**config.mk**
```make
export PLATFORM = sky130hd
export DESIGN_NAME = mdio_clause22_read_master_core
export DESIGN_NICKNAME = d
export VERILOG_FILES = /design/src/mdc22_pkg.sv /design/src/mdio_clause22_read_master_core.sv /design/src/mdc22_in_stage.sv /design/src/mdc22_frame_engine.sv /design/src/mdc22_out_stage.sv
export SDC_FILE = /design/constraint.sdc
export NUM_CORES = 1
export LEC_CHECK = 0
export BUFFER_PORTS_ARGS = -buffer_cell sky130_fd_sc_hd__buf_4
export CORE_ASPECT_RATIO = 0.6
export CORE_MARGIN = 1.5
export CORE_UTILIZATION = 42
export CTS_BUF_LIST = sky130_fd_sc_hd__clkbuf_4 sky130_fd_sc_hd__clkbuf_8 sky130_fd_sc_hd__clkbuf_16
export DETAILED_ROUTE_END_ITERATION = 6
export PLACE_DENSITY = 0.69
export RECOVER_POWER = 100
export SYNTH_ARGS = -nofsm -noshare
export SYNTH_HDL_FRONTEND = slang
export SYNTH_SLANG_ARGS = --single-unit
```
**constraint.sdc**
```tcl
create_clock -name i_clk -period 3 [get_ports i_clk]
set_clock_uncertainty 0.1 [all_clocks]
set_input_delay 0.45 -clock i_clk [delete_from_list [all_inputs] [get_ports i_clk]]
set_output_delay 0.45 -clock i_clk [all_outputs]
set_load 0.01 [all_outputs]
```
**src/mdc22_pkg.sv**
```systemverilog
// Types and constants of the clause 22 read master.
// Used by every module of the block; depends on nothing.
package mdc22_pkg;

    localparam int PREAMBLE_LENGTH_DEF = 32;
    localparam int ADDR_W = 5;
    localparam int DATA_W = 16;
    localparam int HDR_BITS = 14;
    localparam int DATA_END = HDR_BITS + 17;
    localparam logic [1:0] ST_BITS = 2'b01;
    localparam logic [1:0] OP_READ = 2'b10;

    typedef struct packed {
        logic              start_req;
        logic [ADDR_W-1:0] phy_address;
        logic [ADDR_W-1:0] register_address;
        logic              mdio_in;
    } t_item;

    typedef struct packed {
        logic              mdio_out;
        logic              mdio_oe;
        logic              busy_res;
        logic              done_res;
        logic [DATA_W-1:0] read_data;
    } t_result;

endpackage

```
**src/mdio_clause22_read_master_core.sv**
```systemverilog
// Top level of the MDIO clause 22 read frame master.
// Depends on mdc22_pkg, mdc22_in_stage, mdc22_frame_engine and mdc22_out_stage.
//
// Each input transfer is one MDC bit slot. A start request while idle latches
// the PHY and register addresses and opens a frame of PREAMBLE_LENGTH + 32
// slots: preamble, start, opcode, addresses, turnaround, 16 data bits sampled
// from mdio_in, and a final idle slot that carries done and the read word.
// Every input transfer yields exactly one output transfer with the level and
// drive enable for that slot. A start during a frame is ignored.
// A slot accepted by the block enters the input register, its decoded result is
// then loaded into the result register, and from there it is taken as an
// output transfer. The block takes one slot per cycle while the output does
// not stall. A stall on the output holds the result register; the input side
// stalls only once both registers are full. Reset returns the block to idle
// and empties both registers.
module mdio_clause22_read_master_core #(
    parameter int PREAMBLE_LENGTH = mdc22_pkg::PREAMBLE_LENGTH_DEF
) (
    input  logic                         i_clk,
    input  logic                         i_rst_n,
    input  logic                         i_valid,
    output logic                         o_stall,
    input  logic                         i_start_req,
    input  logic [mdc22_pkg::ADDR_W-1:0] i_phy_address,
    input  logic [mdc22_pkg::ADDR_W-1:0] i_register_address,
    input  logic                         i_mdio_in,
    output logic                         o_valid,
    input  logic                         i_stall,
    output logic                         o_mdio_out,
    output logic                         o_mdio_oe,
    output logic                         o_busy_res,
    output logic                         o_done_res,
    output logic [mdc22_pkg::DATA_W-1:0] o_read_data
);

    mdc22_pkg::t_item   in_item;
    mdc22_pkg::t_item   stage_item;
    mdc22_pkg::t_result stage_result;
    mdc22_pkg::t_result out_result;
    logic               stage_valid;
    logic               in_load;
    logic               out_advance;

    assign in_item = '{start_req:        i_start_req,
                       phy_address:      i_phy_address,
                       register_address: i_register_address,
                       mdio_in:          i_mdio_in};

    assign o_stall = !in_load;

    mdc22_in_stage u_in (
        .i_clk     (i_clk),
        .i_rst_n   (i_rst_n),
        .i_valid   (i_valid),
        .i_item    (in_item),
        .i_advance (out_advance),
        .o_valid   (stage_valid),
        .o_item    (stage_item),
        .o_load    (in_load)
    );

    mdc22_frame_engine #(
        .PREAMBLE_LENGTH (PREAMBLE_LENGTH)
    ) u_engine (
        .i_clk    (i_clk),
        .i_rst_n  (i_rst_n),
        .i_fire   (stage_valid && out_advance),
        .i_item   (stage_item),
        .o_result (stage_result)
    );

    mdc22_out_stage u_out (
        .i_clk     (i_clk),
        .i_rst_n   (i_rst_n),
        .i_valid   (stage_valid),
        .i_result  (stage_result),
        .i_stall   (i_stall),
        .o_advance (out_advance),
        .o_valid   (o_valid),
        .o_result  (out_result)
    );

    assign o_mdio_out  = out_result.mdio_out;
    assign o_mdio_oe   = out_result.mdio_oe;
    assign o_busy_res  = out_result.busy_res;
    assign o_done_res  = out_result.done_res;
    assign o_read_data = out_result.read_data;

endmodule

```
**src/mdc22_in_stage.sv**
```systemverilog
// Input register of the clause 22 read master.
// Depends on mdc22_pkg for the item type.
module mdc22_in_stage (
    input  logic              i_clk,
    input  logic              i_rst_n,
    input  logic              i_valid,
    input  mdc22_pkg::t_item  i_item,
    input  logic              i_advance,
    output logic              o_valid,
    output mdc22_pkg::t_item  o_item,
    output logic              o_load
);

    logic             r_valid;
    mdc22_pkg::t_item r_item;

    assign o_load  = !r_valid || i_advance;
    assign o_valid = r_valid;
    assign o_item  = r_item;

    always_ff @(posedge i_clk) begin
        if (!i_rst_n) begin
            r_valid <= 1'b0;
        end else if (o_load) begin
            r_valid <= i_valid;
        end
    end

    always_ff @(posedge i_clk) begin
        if (o_load && i_valid) begin
            r_item <= i_item;
        end
    end

endmodule

```
**src/mdc22_frame_engine.sv**
```systemverilog
// Frame state and slot decode of the clause 22 read master.
// Depends on mdc22_pkg for types and frame layout constants.
module mdc22_frame_engine #(
    parameter int PREAMBLE_LENGTH = mdc22_pkg::PREAMBLE_LENGTH_DEF
) (
    input  logic               i_clk,
    input  logic               i_rst_n,
    input  logic               i_fire,
    input  mdc22_pkg::t_item   i_item,
    output mdc22_pkg::t_result o_result
);

    localparam int CntW = $clog2(PREAMBLE_LENGTH + 32);
    localparam int AddrBits = 2 * mdc22_pkg::ADDR_W;

    logic                          r_active;
    logic [CntW-1:0]               r_cnt;
    logic [AddrBits-1:0]           r_addr;
    logic [mdc22_pkg::DATA_W-1:0]  r_shift;

    logic                          n_active;
    logic [CntW-1:0]               n_cnt;
    logic [AddrBits-1:0]           n_addr;
    logic [mdc22_pkg::DATA_W-1:0]  n_shift;

    logic                          act;
    logic [CntW-1:0]               slot;
    logic [CntW-1:0]               k;
    logic [mdc22_pkg::HDR_BITS-1:0] hdr;
    logic [3:0]                    hdr_idx;
    logic                          done;

    always_comb begin
        act     = r_active || i_item.start_req;
        slot    = r_active ? r_cnt : '0;
        n_addr  = r_active ? r_addr : {i_item.phy_address, i_item.register_address};
        n_shift = r_active ? r_shift : '0;
        k       = slot - CntW'(PREAMBLE_LENGTH);
        hdr     = {mdc22_pkg::ST_BITS, mdc22_pkg::OP_READ, n_addr};
        hdr_idx = 4'(mdc22_pkg::HDR_BITS - 1) - k[3:0];
        done    = 1'b0;
        o_result = '0;
        if (act) begin
            o_result.busy_res = 1'b1;
            priority if (slot < CntW'(PREAMBLE_LENGTH)) begin
                o_result.mdio_out = 1'b1;
                o_result.mdio_oe  = 1'b1;
            end else if (k < CntW'(mdc22_pkg::HDR_BITS)) begin
                o_result.mdio_out = hdr[hdr_idx];
                o_result.mdio_oe  = 1'b1;
            end else if (k == CntW'(mdc22_pkg::HDR_BITS)) begin
                o_result.mdio_oe = 1'b0;
            end else if (k < CntW'(mdc22_pkg::DATA_END)) begin
                n_shift = {n_shift[mdc22_pkg::DATA_W-2:0], i_item.mdio_in};
            end else begin
                done               = 1'b1;
                o_result.done_res  = 1'b1;
                o_result.read_data = n_shift;
            end
        end
        n_active = act && !done;
        n_cnt    = (act && !done) ? slot + CntW'(1) : '0;
    end

    always_ff @(posedge i_clk) begin
        if (!i_rst_n) begin
            r_active <= 1'b0;
            r_cnt    <= '0;
        end else if (i_fire) begin
            r_active <= n_active;
            r_cnt    <= n_cnt;
        end
    end

    always_ff @(posedge i_clk) begin
        if (i_fire) begin
            r_addr  <= n_addr;
            r_shift <= n_shift;
        end
    end

endmodule

```
**src/mdc22_out_stage.sv**
```systemverilog
// Result register of the clause 22 read master.
// Depends on mdc22_pkg for the result type.
module mdc22_out_stage (
    input  logic               i_clk,
    input  logic               i_rst_n,
    input  logic               i_valid,
    input  mdc22_pkg::t_result i_result,
    input  logic               i_stall,
    output logic               o_advance,
    output logic               o_valid,
    output mdc22_pkg::t_result o_result
);

    logic               r_valid;
    mdc22_pkg::t_result r_result;

    assign o_advance = !r_valid || !i_stall;
    assign o_valid   = r_valid;
    assign o_result  = r_result;

    always_ff @(posedge i_clk) begin
        if (!i_rst_n) begin
            r_valid <= 1'b0;
        end else if (o_advance) begin
            r_valid <= i_valid;
        end
    end

    always_ff @(posedge i_clk) begin
        if (o_advance && i_valid) begin
            r_result <= i_result;
        end
    end

endmodule

```
==> results.md, run 1 <==
* Run status: complete, no violations
* Most numerous cell in the Yosys netlist: edfxtp_1
* Vias per cell at about 5.0
* Finished Core Util at 51.9%
* Largest net degree at the start of global routing at 24
* Cell row count at 23
* Die W at 111 microns
* Worst-path clk slew at around 60 ps
* PD cells at 634 nW/um^2
* Initial drt markers at 128
* Crit path launch type: flip-flop
* Minimum clock period at 2630 ps
* LEAKAGE at 1.38 nW
* Cell family with most CP delay: buffers and inverters
* Wire per inst at 15.0 microns
* Final #Nets at about 290
* Setup TNS at 0 ps
* Final-report hold violation count at 0
* Post-synth top cells: edfxtp_1 (58), inv_1 (21), nand2_1 (20)
* Clk_lat worst skew at 330 ps
* Largest area contributor in the netlist: edfxtp_1
* Top post-synthesis cells by area: edfxtp_1 (59%), dfxtp_1 (6.1%), mux2i_1 (5.4%), mux2_2 (3.4%), inv_1 (2.7%)
* Max incr delay on CP at 740 ps
* N_diodes at 0
* Post-route ant nets at 0
* CTS tree: done
* Core box area at 6730 sq um
* Mapped cell area at 2940 sq um
* Worst slew pin tran at 1240 ps
* Clock root buffer: clkbuf_16
* Setup Buffers After CTS at 0
* Worst hold path type: input pin to flip-flop
* Synth async-reset ratio at 0%
* Avg Cell Area, Syn at around 13 sq um
* Die ar. at 7540 sq um
* Total CTS buffers at 9
* Final Routed Wirelength at 5370 microns
* Max Transition Viols Final at 0
* Initial Utilization at a little over two fifths
* Final Cycle Share at 87.8%
* DIE HEIGHT at 67.9 microns
* Worst Path Arrival at 2610 ps
* Register area share after synthesis at between 60 and 70%
* Critical path buffer and inverter count at 2
* Hold buffers post-CTS at 0
* Ys Warns at 0
* Peak VDD IR at roughly 0.37 mV
* CP cell instances: clkbuf_1 -> and2_4 -> o21ai_1 -> a21o_1 -> buf_4 -> mux2i_1
* Internal reg-to-reg setup slack at 370 ps
* F_max at about 0.38 GHz
* Final non-filler cell total at approximately 360
* DRT Pass-1 Iters at 4
* Layout area overhead at 18.7%
* Initial antenna violation count at 0
* Clk buf depth at 2
* # setup viols final at 0
* Number of global-route vias before repair at 1742
* Layout cell share with drive strength beyond 1 at ~17%
* Post_cts resized at 0
* CP max-delay cell: clkbuf_1
* Post-synth EDFFs at 58
* DPL Wire Length at 3460 microns
* CP required at 2970 ps
* IO Pins at 38
* H-tree depth at 3
* Crit. End Element: flip-flop
* DR DRC count at 0
* Mapped Cells at 223
* Max_slew headroom at 17.1%
* Main flop type after synthesis: edfxtp_1
* CP max FO at 21
* Total global routing overflow at 0
* First-pass GRT wire length at 8660 microns
* Post-synth net total at about 240
* Setup CP Type: flip-flop to flip-flop
* Unique masters post-synth at 41
* Max Cap Viol at 0
* Total Routing Usage GR at 15.7%
* Clock Sinks at 67
* Synth Register Bits at between 60 and 70
* Routed vias at 1774
* RSZ-0062 raised after global routing: false
* Share of Yosys cell area claimed by the top area cell type at 59.2%
* GP Congestion at ~0.9
* Dpl cells at 342
* Input/output buffers at 37
## kinds of logic after synthesis
group           after synthesis  synth area share [%]
fa+ha+maj                     3                  1.28
simple gates                 66                  11.0
mux                          28                  10.9
xor+xnor                      2                 0.595
buf+inv                      33                  5.31
flops                        67                  65.3
compound gates               24                  5.65
## layout make-up
| class | count | area [sq um] |
|---|---|---|
| fill | 624 | 3240 |
| sequential | 67 | 1920 |
| multi-input combinational | 123 | 857 |
| timing repair buffer | 44 | 233 |
| clock buffer | 9 | 225 |
| tap | 87 | 109 |
| inverter | 21 | 78.8 |
| clock inverter | 7 | 68.8 |
## through the flow
stage               hold slack, ps  power [mW]  cell area, sq um  setup WS, ps
floorplan                      363        1.16              2940           729
global placement               373        1.22              3310           674
detailed placement             395        1.22              3310           630
CTS                            180        2.26              3600           603
global route                   202        2.28              3490           234
finish                         213        2.22              3490           366
## registers in the layout, summed over array words and instances (netlist names)
name               cells
u_engine.r_shift      16
u_out.o_valid          1
u_out.o_result        20
u_engine.r_addr       10
u_engine.r_active      1
u_in.o_item           12
u_engine.r_cnt         6
u_in.o_valid           1
## placed cells by master, fill, tap and decap left out, types with 2 or more instances in the layout
master,instances
o21ai_0,6
clkinvlp_4,2
and3_1,3
mux2i_1,16
edfxtp_1,58
nor3_1,3
clkbuf_1,26
xnor2_1,2
clkbuf_4,12
nor2_1,14
nand3_1,4
nor2b_1,7
and2_1,8
a21o_1,2
a21oi_1,3
dfxtp_1,9
ha_1,3
a22oi_1,2
mux2_2,9
nand2b_1,2
buf_4,6
clkinv_2,3
inv_1,21
nand4_1,2
clkbuf_16,9
a21boi_0,2
nand2_1,21
## power breakdown
part / internal (mW) / total (mW) / switching (mW)
logic: 0.0439 / 0.109 / 0.0654
clock network: 0.639 / 1.03 / 0.392
registers: 1.06 / 1.08 / 0.0158
## worst reg2reg max path: stages (launching register included)
cell and delay, ps:
dfxtp_1 360, clkbuf_1 740, and2_4 330, o21ai_1 100
a21o_1 340, buf_4 270, mux2i_1 140
## path summary, 6_finish.rpt
| path | end | cells past startpoint | from |
|---|---|---|---|
| worst max-delay path | u_engine.r_shift[11] | 6 | u_engine.r_active |
| worst min-delay path | u_in.o_item[2] | 1 | i_register_address[1] |
| worst max register to register | u_engine.r_shift[11] | 6 | u_engine.r_active |
| worst min register to register | u_engine.r_cnt[5] | 2 | u_engine.r_cnt[5] |
## routing by layer
layer,global-route usage (%),routed length (microns),vias up
met4,6.49,83,0
met1,20.8,2770,850
li1,-,-,875
met3,6.64,289,9
met2,23.0,2230,40
met5,0,0,-
(Power assumes the default switching activity.)
==> run 2: changes to the inputs <==
--- a/config.mk
+++ b/config.mk
@@ -13,6 +13,7 @@
 export DETAILED_ROUTE_END_ITERATION = 6
 export PLACE_DENSITY = 0.69
 export RECOVER_POWER = 100
+export SETUP_SLACK_MARGIN = 0.4
 export SYNTH_ARGS = -nofsm -noshare
 export SYNTH_HDL_FRONTEND = slang
 export SYNTH_SLANG_ARGS = --single-unit
==> run 2 against run 1 <==
  * Sequential cell count is the same
  * Count of clock-buffer cells in the layout is the same
  * Sequential share of layout area is essentially flat
  * Die area is the same
  * Global-route usage is the same
  * Register-to-register slack gained 70 ps
  * Core utilization is essentially flat
  * Combinational power is essentially flat
  * Clock power is essentially flat
  * Sequential power is essentially flat
  * Highest routed layer unchanged
  * Critical path type unchanged
  * Non-clock buffer count is the same
==> results.md, run 2 (synthesis gave the netlist of run 1 again) <==
* CP cell instances: clkbuf_1 -> and2_4 -> o21ai_1 -> a21o_2 -> buf_4 -> mux2i_1 (was clkbuf_1 -> and2_4 -> o21ai_1 -> a21o_1 -> buf_4 -> mux2i_1)
* Final #Nets at 285 (unchanged)
* Cell family with most CP delay: buffers and inverters (unchanged)
* P_sw at 0.472 mW (was 0.473 mW)
* CP required at 2970 ps (about the same)
* Final Routed Wirelength at 5360 microns (was 5370 microns)
* Initial antenna violation count at 0 (unchanged)
* Initial drt markers at 138 (was 128)
* Input/output buffers at 37 (unchanged)
* Largest net degree at the start of global routing at 24 (unchanged)
* Total Routing Usage GR at 15.7% (unchanged)
* DIE HEIGHT at 67.9 microns (unchanged)
* RSZ-0062 raised after global routing: false (unchanged)
* Minimum clock period at 2570 ps (was 2630 ps)
* Hold buffers post-CTS at 0 (unchanged)
* Routed vias at 1778 (was 1774)
* Most common cell after layout, fill and taps aside: edfxtp_1 (unchanged)
* Worst-path clk slew at 60 ps (about the same)
* DRT Pass-1 Iters at 4 (unchanged)
* Worst slew pin tran at 1240 ps (about the same)
* DP Area at 3310 sq um (unchanged)
* First-pass GRT wire length at 8660 microns (unchanged)
* Run status: complete, no violations (unchanged)
* Worst hold path type: input pin to flip-flop (unchanged)
* Critical path buffer and inverter count at 2 (unchanged)
* Largest register FFs at 20 (unchanged)
* Design area at 3490 sq um (about the same)
* Core box area at 6730 sq um (unchanged)
* Wire per inst at 15.0 microns (about the same)
* Max_slew headroom at 17.1% (about the same)
* F_max at 0.390 GHz (was 0.380 GHz)
* # fillers at 625 (was 624)
* Peak VDD IR at 0.375 mV (about the same)
* Sequential power share at 48.6% (about the same)
* N_diodes at 0 (unchanged)
* Max incr delay on CP at 740 ps (about the same)
* LEAKAGE at 1.38 nW (about the same)
* Dpl cells at 342 (unchanged)
* PD cells at 634 nW/um^2 (about the same)
* Comb pwr share at 4.9% (about the same)
* DPL Wire Length at 3460 microns (unchanged)
* Clock root buffer: clkbuf_16 (unchanged)
* Clk_lat worst skew at 330 ps (about the same)
* Number of global-route vias before repair at 1742 (unchanged)
* CP max-delay cell: clkbuf_1 (unchanged)
* Total global routing overflow at 0 (unchanged)
* Crit. End Element: flip-flop (unchanged)
* Share of total power in the clock network at 46.5% (about the same)
* Die W at 111 microns (unchanged)
* # setup viols final at 0 (unchanged)
* Post_cts resized at 0 (unchanged)
* Setup TNS at 0 ps (unchanged)
* Setup CP Type: flip-flop to flip-flop (unchanged)
* Cell row count at 23 (unchanged)
* Die ar. at 7540 sq um (unchanged)
* Final Cycle Share at 85.5% (was 87.8%)
* Sw frac at 21.3% (about the same)
* P_int at 1.74 mW (unchanged)
* Clock Sinks at 67 (unchanged)
* Layout area overhead at 18.7% (about the same)
* GP Congestion at 0.877 (unchanged)
* Total CTS buffers at 9 (unchanged)
* DR DRC count at 0 (unchanged)
* Max Cap Viol at 0 (unchanged)
* Clk buf depth at 2 (unchanged)
* Max Transition Viols Final at 0 (unchanged)
* Most frequent cells in the layout: edfxtp_1 (58), clkbuf_1 (26), inv_1 (21), nand2_1 (21), mux2i_1 (16) (unchanged)
* Final-report hold violation count at 0 (unchanged)
* H-tree depth at 3 (unchanged)
* Setup Buffers After CTS at 0 (unchanged)
* IO Pins at 38 (unchanged)
* Worst Path Arrival at 2540 ps (was 2610 ps)
* Final non-filler cell total at 358 (unchanged)
* Post-route ant nets at 0 (unchanged)
* Initial Utilization at 43.7% (unchanged)
* CTS tree: done (unchanged)
* Vias per cell at 4.97 (was 4.96)
* Layout cell share with drive strength beyond 1 at 17.0% (was 16.6%)
* Crit path launch type: flip-flop (unchanged)
* CP max FO at 21 (unchanged)
==> run 2: cell counts in the layout (fill, tap and decap cells not counted) <==
No cell type changed its count.
==> run 2: path summary, 6_finish.rpt <==
path / startpoint / endpoint / slack, ps / cells after the start
worst min-delay path: i_register_address[1] / u_in.o_item[2] / 210 / 1
worst min register to register: u_engine.r_cnt[5] / u_engine.r_cnt[5] / 400 / 2
worst max-delay path: u_engine.r_active / u_engine.r_shift[11] / 430 / 6
worst max register to register: u_engine.r_active / u_engine.r_shift[11] / 430 / 6
==> run 2: area by class of cell <==
class                   instances  area, sq um  area share, %
flip-flops and latches         67         1920           55.0
multi-input cells             123          858           24.6
repair buffers                 44          233           6.66
clock buffers                   9          225           6.44
well taps                      87          109           3.11
inverters                      21         78.8           2.26
clock inverters                 7         68.8           1.97
==> run 2: power groups by stage <==
| stage | clock (mW) | combinational (mW) | sequential, mW |
|---|---|---|---|
| final | 1.03 | 0.109 | 1.08 |
| after global routing | 1.08 | 0.122 | 1.08 |
| after CTS | 1.05 | 0.126 | 1.08 |
| after detailed placement | 0 | 0.125 | 1.10 |
| after global placement | 0 | 0.123 | 1.09 |
| after floorplan | 0 | 0.0622 | 1.10 |
==> run 2: routing by layer <==
layer	up-vias	GRT usage (%)	wire length [microns]
met2	45	23.0	2220
met4	0	6.49	83
li1	875	-	-
met1	849	20.8	2730
met3	9	6.64	320
met5	-	0	0
==> run 2: stage by stage <==
stage          util, %  setup WS (ps)  power (mW)  hold slack [ps]
2_1_floorplan        -            729        1.16              363
3_3_place_gp      49.1            674        1.22              373
3_5_place_dp      49.1            630        1.22              395
4_1_cts           53.5            603        2.26              180
5_1_grt           51.9            317        2.28              202
6_report          51.9            434        2.22              214
==> run 3: changes to the inputs <==
--- a/config.mk
+++ b/config.mk
@@ -8,10 +8,10 @@
 export BUFFER_PORTS_ARGS = -buffer_cell sky130_fd_sc_hd__buf_4
 export CORE_ASPECT_RATIO = 0.6
 export CORE_MARGIN = 1.5
-export CORE_UTILIZATION = 42
+export CORE_UTILIZATION = 55
 export CTS_BUF_LIST = sky130_fd_sc_hd__clkbuf_4 sky130_fd_sc_hd__clkbuf_8 sky130_fd_sc_hd__clkbuf_16
 export DETAILED_ROUTE_END_ITERATION = 6
-export PLACE_DENSITY = 0.69
+export PLACE_DENSITY = 0.87
 export RECOVER_POWER = 100
 export SETUP_SLACK_MARGIN = 0.4
 export SYNTH_ARGS = -nofsm -noshare
==> run 3 against run 2 <==
  * Worst setup slack improved by 93 ps
  * Count of clock-buffer cells in the layout did not move
  * Non-clock buffer count fell by 1
  * Total power fell by 14%
  * Die area fell by 23%
  * Via count rose by 0.56%
  * Global-route usage rose by 2.7 points
  * Largest cell class unchanged
  * Fmax rose by 3.8%
  * Routed wire length fell by 8.1%
  * Register-to-register slack improved by 90 ps
==> results.md, run 3 (synthesis gave the netlist of run 1 again) <==
* Most frequent cells in the layout: edfxtp_1 (58), clkbuf_1 (27), inv_1 (21) (was edfxtp_1 (58), clkbuf_1 (26), inv_1 (21), nand2_1 (21), mux2i_1 (16))
* Setup TNS at 0 ps (unchanged)
* CP max FO at 16 (was 21)
* Routed vias at 1788 (was 1778)
* Minimum clock period at 2470 ps (was 2570 ps)
* Input/output buffers at 37 (unchanged)
* CP required at 3080 ps (was 2970 ps)
* LEAKAGE at 1.31 nW (was 1.38 nW)
* Run status: complete, no violations (unchanged)
* Vias per cell at 5.32 (was 4.97)
* Max Cap Viol at 0 (unchanged)
* Crit. End Element: flip-flop (unchanged)
* Share of total power in the clock network at 37.7% (was 46.5%)
* P_int at 1.48 mW (was 1.74 mW)
* # setup viols final at 0 (unchanged)
* R2R depth at 8 (was 6)
* Total Routing Usage GR at 18.3% (was 15.7%)
* F_max at 0.404 GHz (was 0.390 GHz)
* H-tree depth at 3 (unchanged)
* Sequential power share at 56.8% (was 48.6%)
* DR DRC count at 0 (unchanged)
* First-pass GRT wire length at 7940 microns (was 8660 microns)
* Finished Core Util at 65.7% (was 51.9%)
* PD cells at 566 nW/um^2 (was 634 nW/um^2)
* Peak VDD IR at 0.399 mV (was 0.375 mV)
* DPL Wire Length at 3350 microns (was 3460 microns)
* Total global routing overflow at 0 (unchanged)
* Max Transition Viols Final at 0 (unchanged)
* Max_slew headroom at 1.37% (was 17.1%)
* Setup CP Type: flip-flop to flip-flop (unchanged)
* Core box area at 5100 sq um (was 6730 sq um)
* Cell row count at 20 (was 23)
* Clk buf depth at 2 (unchanged)
* Comb pwr share at 5.4% (was 4.9%)
* Worst hold path type: input pin to flip-flop (unchanged)
* Clk_lat worst skew at 340 ps (was 330 ps)
* Number of global-route vias before repair at 1725 (was 1742)
* CTS tree: done (unchanged)
* Initial Utilization at 57.7% (was 43.7%)
* DIE HEIGHT at 59.7 microns (was 67.9 microns)
* N_diodes at 0 (unchanged)
* Most common cell after layout, fill and taps aside: edfxtp_1 (unchanged)
* Crit path launch type: flip-flop (unchanged)
* Final #Nets at 284 (was 285)
* Clock Sinks at 67 (unchanged)
* Final Cycle Share at 82.4% (was 85.5%)
* Worst Path Arrival at 2550 ps (was 2540 ps)
* Worst-path clk slew at 70 ps (was 60 ps)
* Layout area overhead at 13.9% (was 18.7%)
* RSZ-0062 raised after global routing: false (unchanged)
* Largest net degree at the start of global routing at 29 (was 24)
* Initial drt markers at 171 (was 138)
* Pre-CTS WS at 566 ps (was 630 ps)
* WHS at 204 ps (was 214 ps)
* Worst slew pin tran at 1480 ps (was 1240 ps)
* Layout cell share with drive strength beyond 1 at 15.2% (was 17.0%)
* Final worst slack at 527 ps (was 434 ps)
* Pwr Total at 1.90 mW (was 2.22 mW)
* Wire per inst at 14.7 microns (was 15.0 microns)
* Die W at 97.5 microns (was 111 microns)
* P_sw at 0.416 mW (was 0.472 mW)
* Largest register FFs at 20 (unchanged)
* # fillers at 392 (was 625)
* IO Pins at 38 (unchanged)
* Final-report hold violation count at 0 (unchanged)
* Final Routed Wirelength at 4930 microns (was 5360 microns)
* Post-route ant nets at 0 (unchanged)
* Die ar. at 5820 sq um (was 7540 sq um)
* Hold depth at 1 (unchanged)
* DRT Pass-1 Iters at 4 (unchanged)
* Initial antenna violation count at 0 (unchanged)
* Total CTS buffers at 9 (unchanged)
* Sw frac at 21.9% (was 21.3%)
* Clock root buffer: clkbuf_8 (was clkbuf_16)
* GP Congestion at 0.925 (was 0.877)
-- run 3: power groups by stage --
stage	Clock, mW	Combinational, mW	Sequential [mW]
after floorplan	0	0.0622	1.10
after global placement	0	0.116	1.10
after detailed placement	0	0.120	1.10
after CTS	0.730	0.120	1.08
after global routing	0.768	0.114	1.08
final	0.716	0.103	1.08
-- run 3: path summary, 6_finish.rpt --
path,from,end,slack [ps]
max,u_engine.r_active,u_engine.r_shift[7],530
min,i_phy_address[3],u_in.o_item[9],200
max reg2reg,u_engine.r_active,u_engine.r_shift[7],530
min reg2reg,u_in.o_valid,u_out.o_valid,420
-- run 3: through the flow --
step           instance area (sq um)  cells
6_report                        3350    336
5_1_grt                         3350    336
3_3_place_gp                    3270    320
4_1_cts                         3460    336
3_5_place_dp                    3270    320
2_1_floorplan                   2940    223
-- run 3: critical path, cell delays in order, from the launching register on --
cell and delay [ps]:
dfxtp_1 400, buf_4 240, and2_0 180, ha_1 250, nand2b_1 70, o21ai_0 150, a21o_1 420, buf_4 280
mux2i_1 220
-- run 3: metal layers --
metal | routed length [microns] | track usage (%) | vias up
met3 | 370 | 7.25 | 8
met2 | 2150 | 27.3 | 57
met5 | 0 | 0 | -
li1 | - | - | 871
met1 | 2330 | 24.3 | 852
met4 | 74 | 8.16 | 0
-- run 3: final cells by class --
class / count / area [sq um] / area share (%)
flip-flops and latches: 67 / 1920 / 57.3
inverters: 21 / 78.8 / 2.35
repair buffers: 43 / 221 / 6.60
clock buffers: 9 / 124 / 3.69
well taps: 66 / 82.6 / 2.46
multi-input cells: 123 / 857 / 25.6
clock inverters: 7 / 68.8 / 2.05
-- run 3: repair_timing --
| action | in CTS | in global routing |
|---|---|---|
| setup endpoints to repair | 0 | 1 |
| buffers inserted | 0 | 0 |
| gates resized for setup | 0 | 1 |
| hold buffers | 0 | 0 |
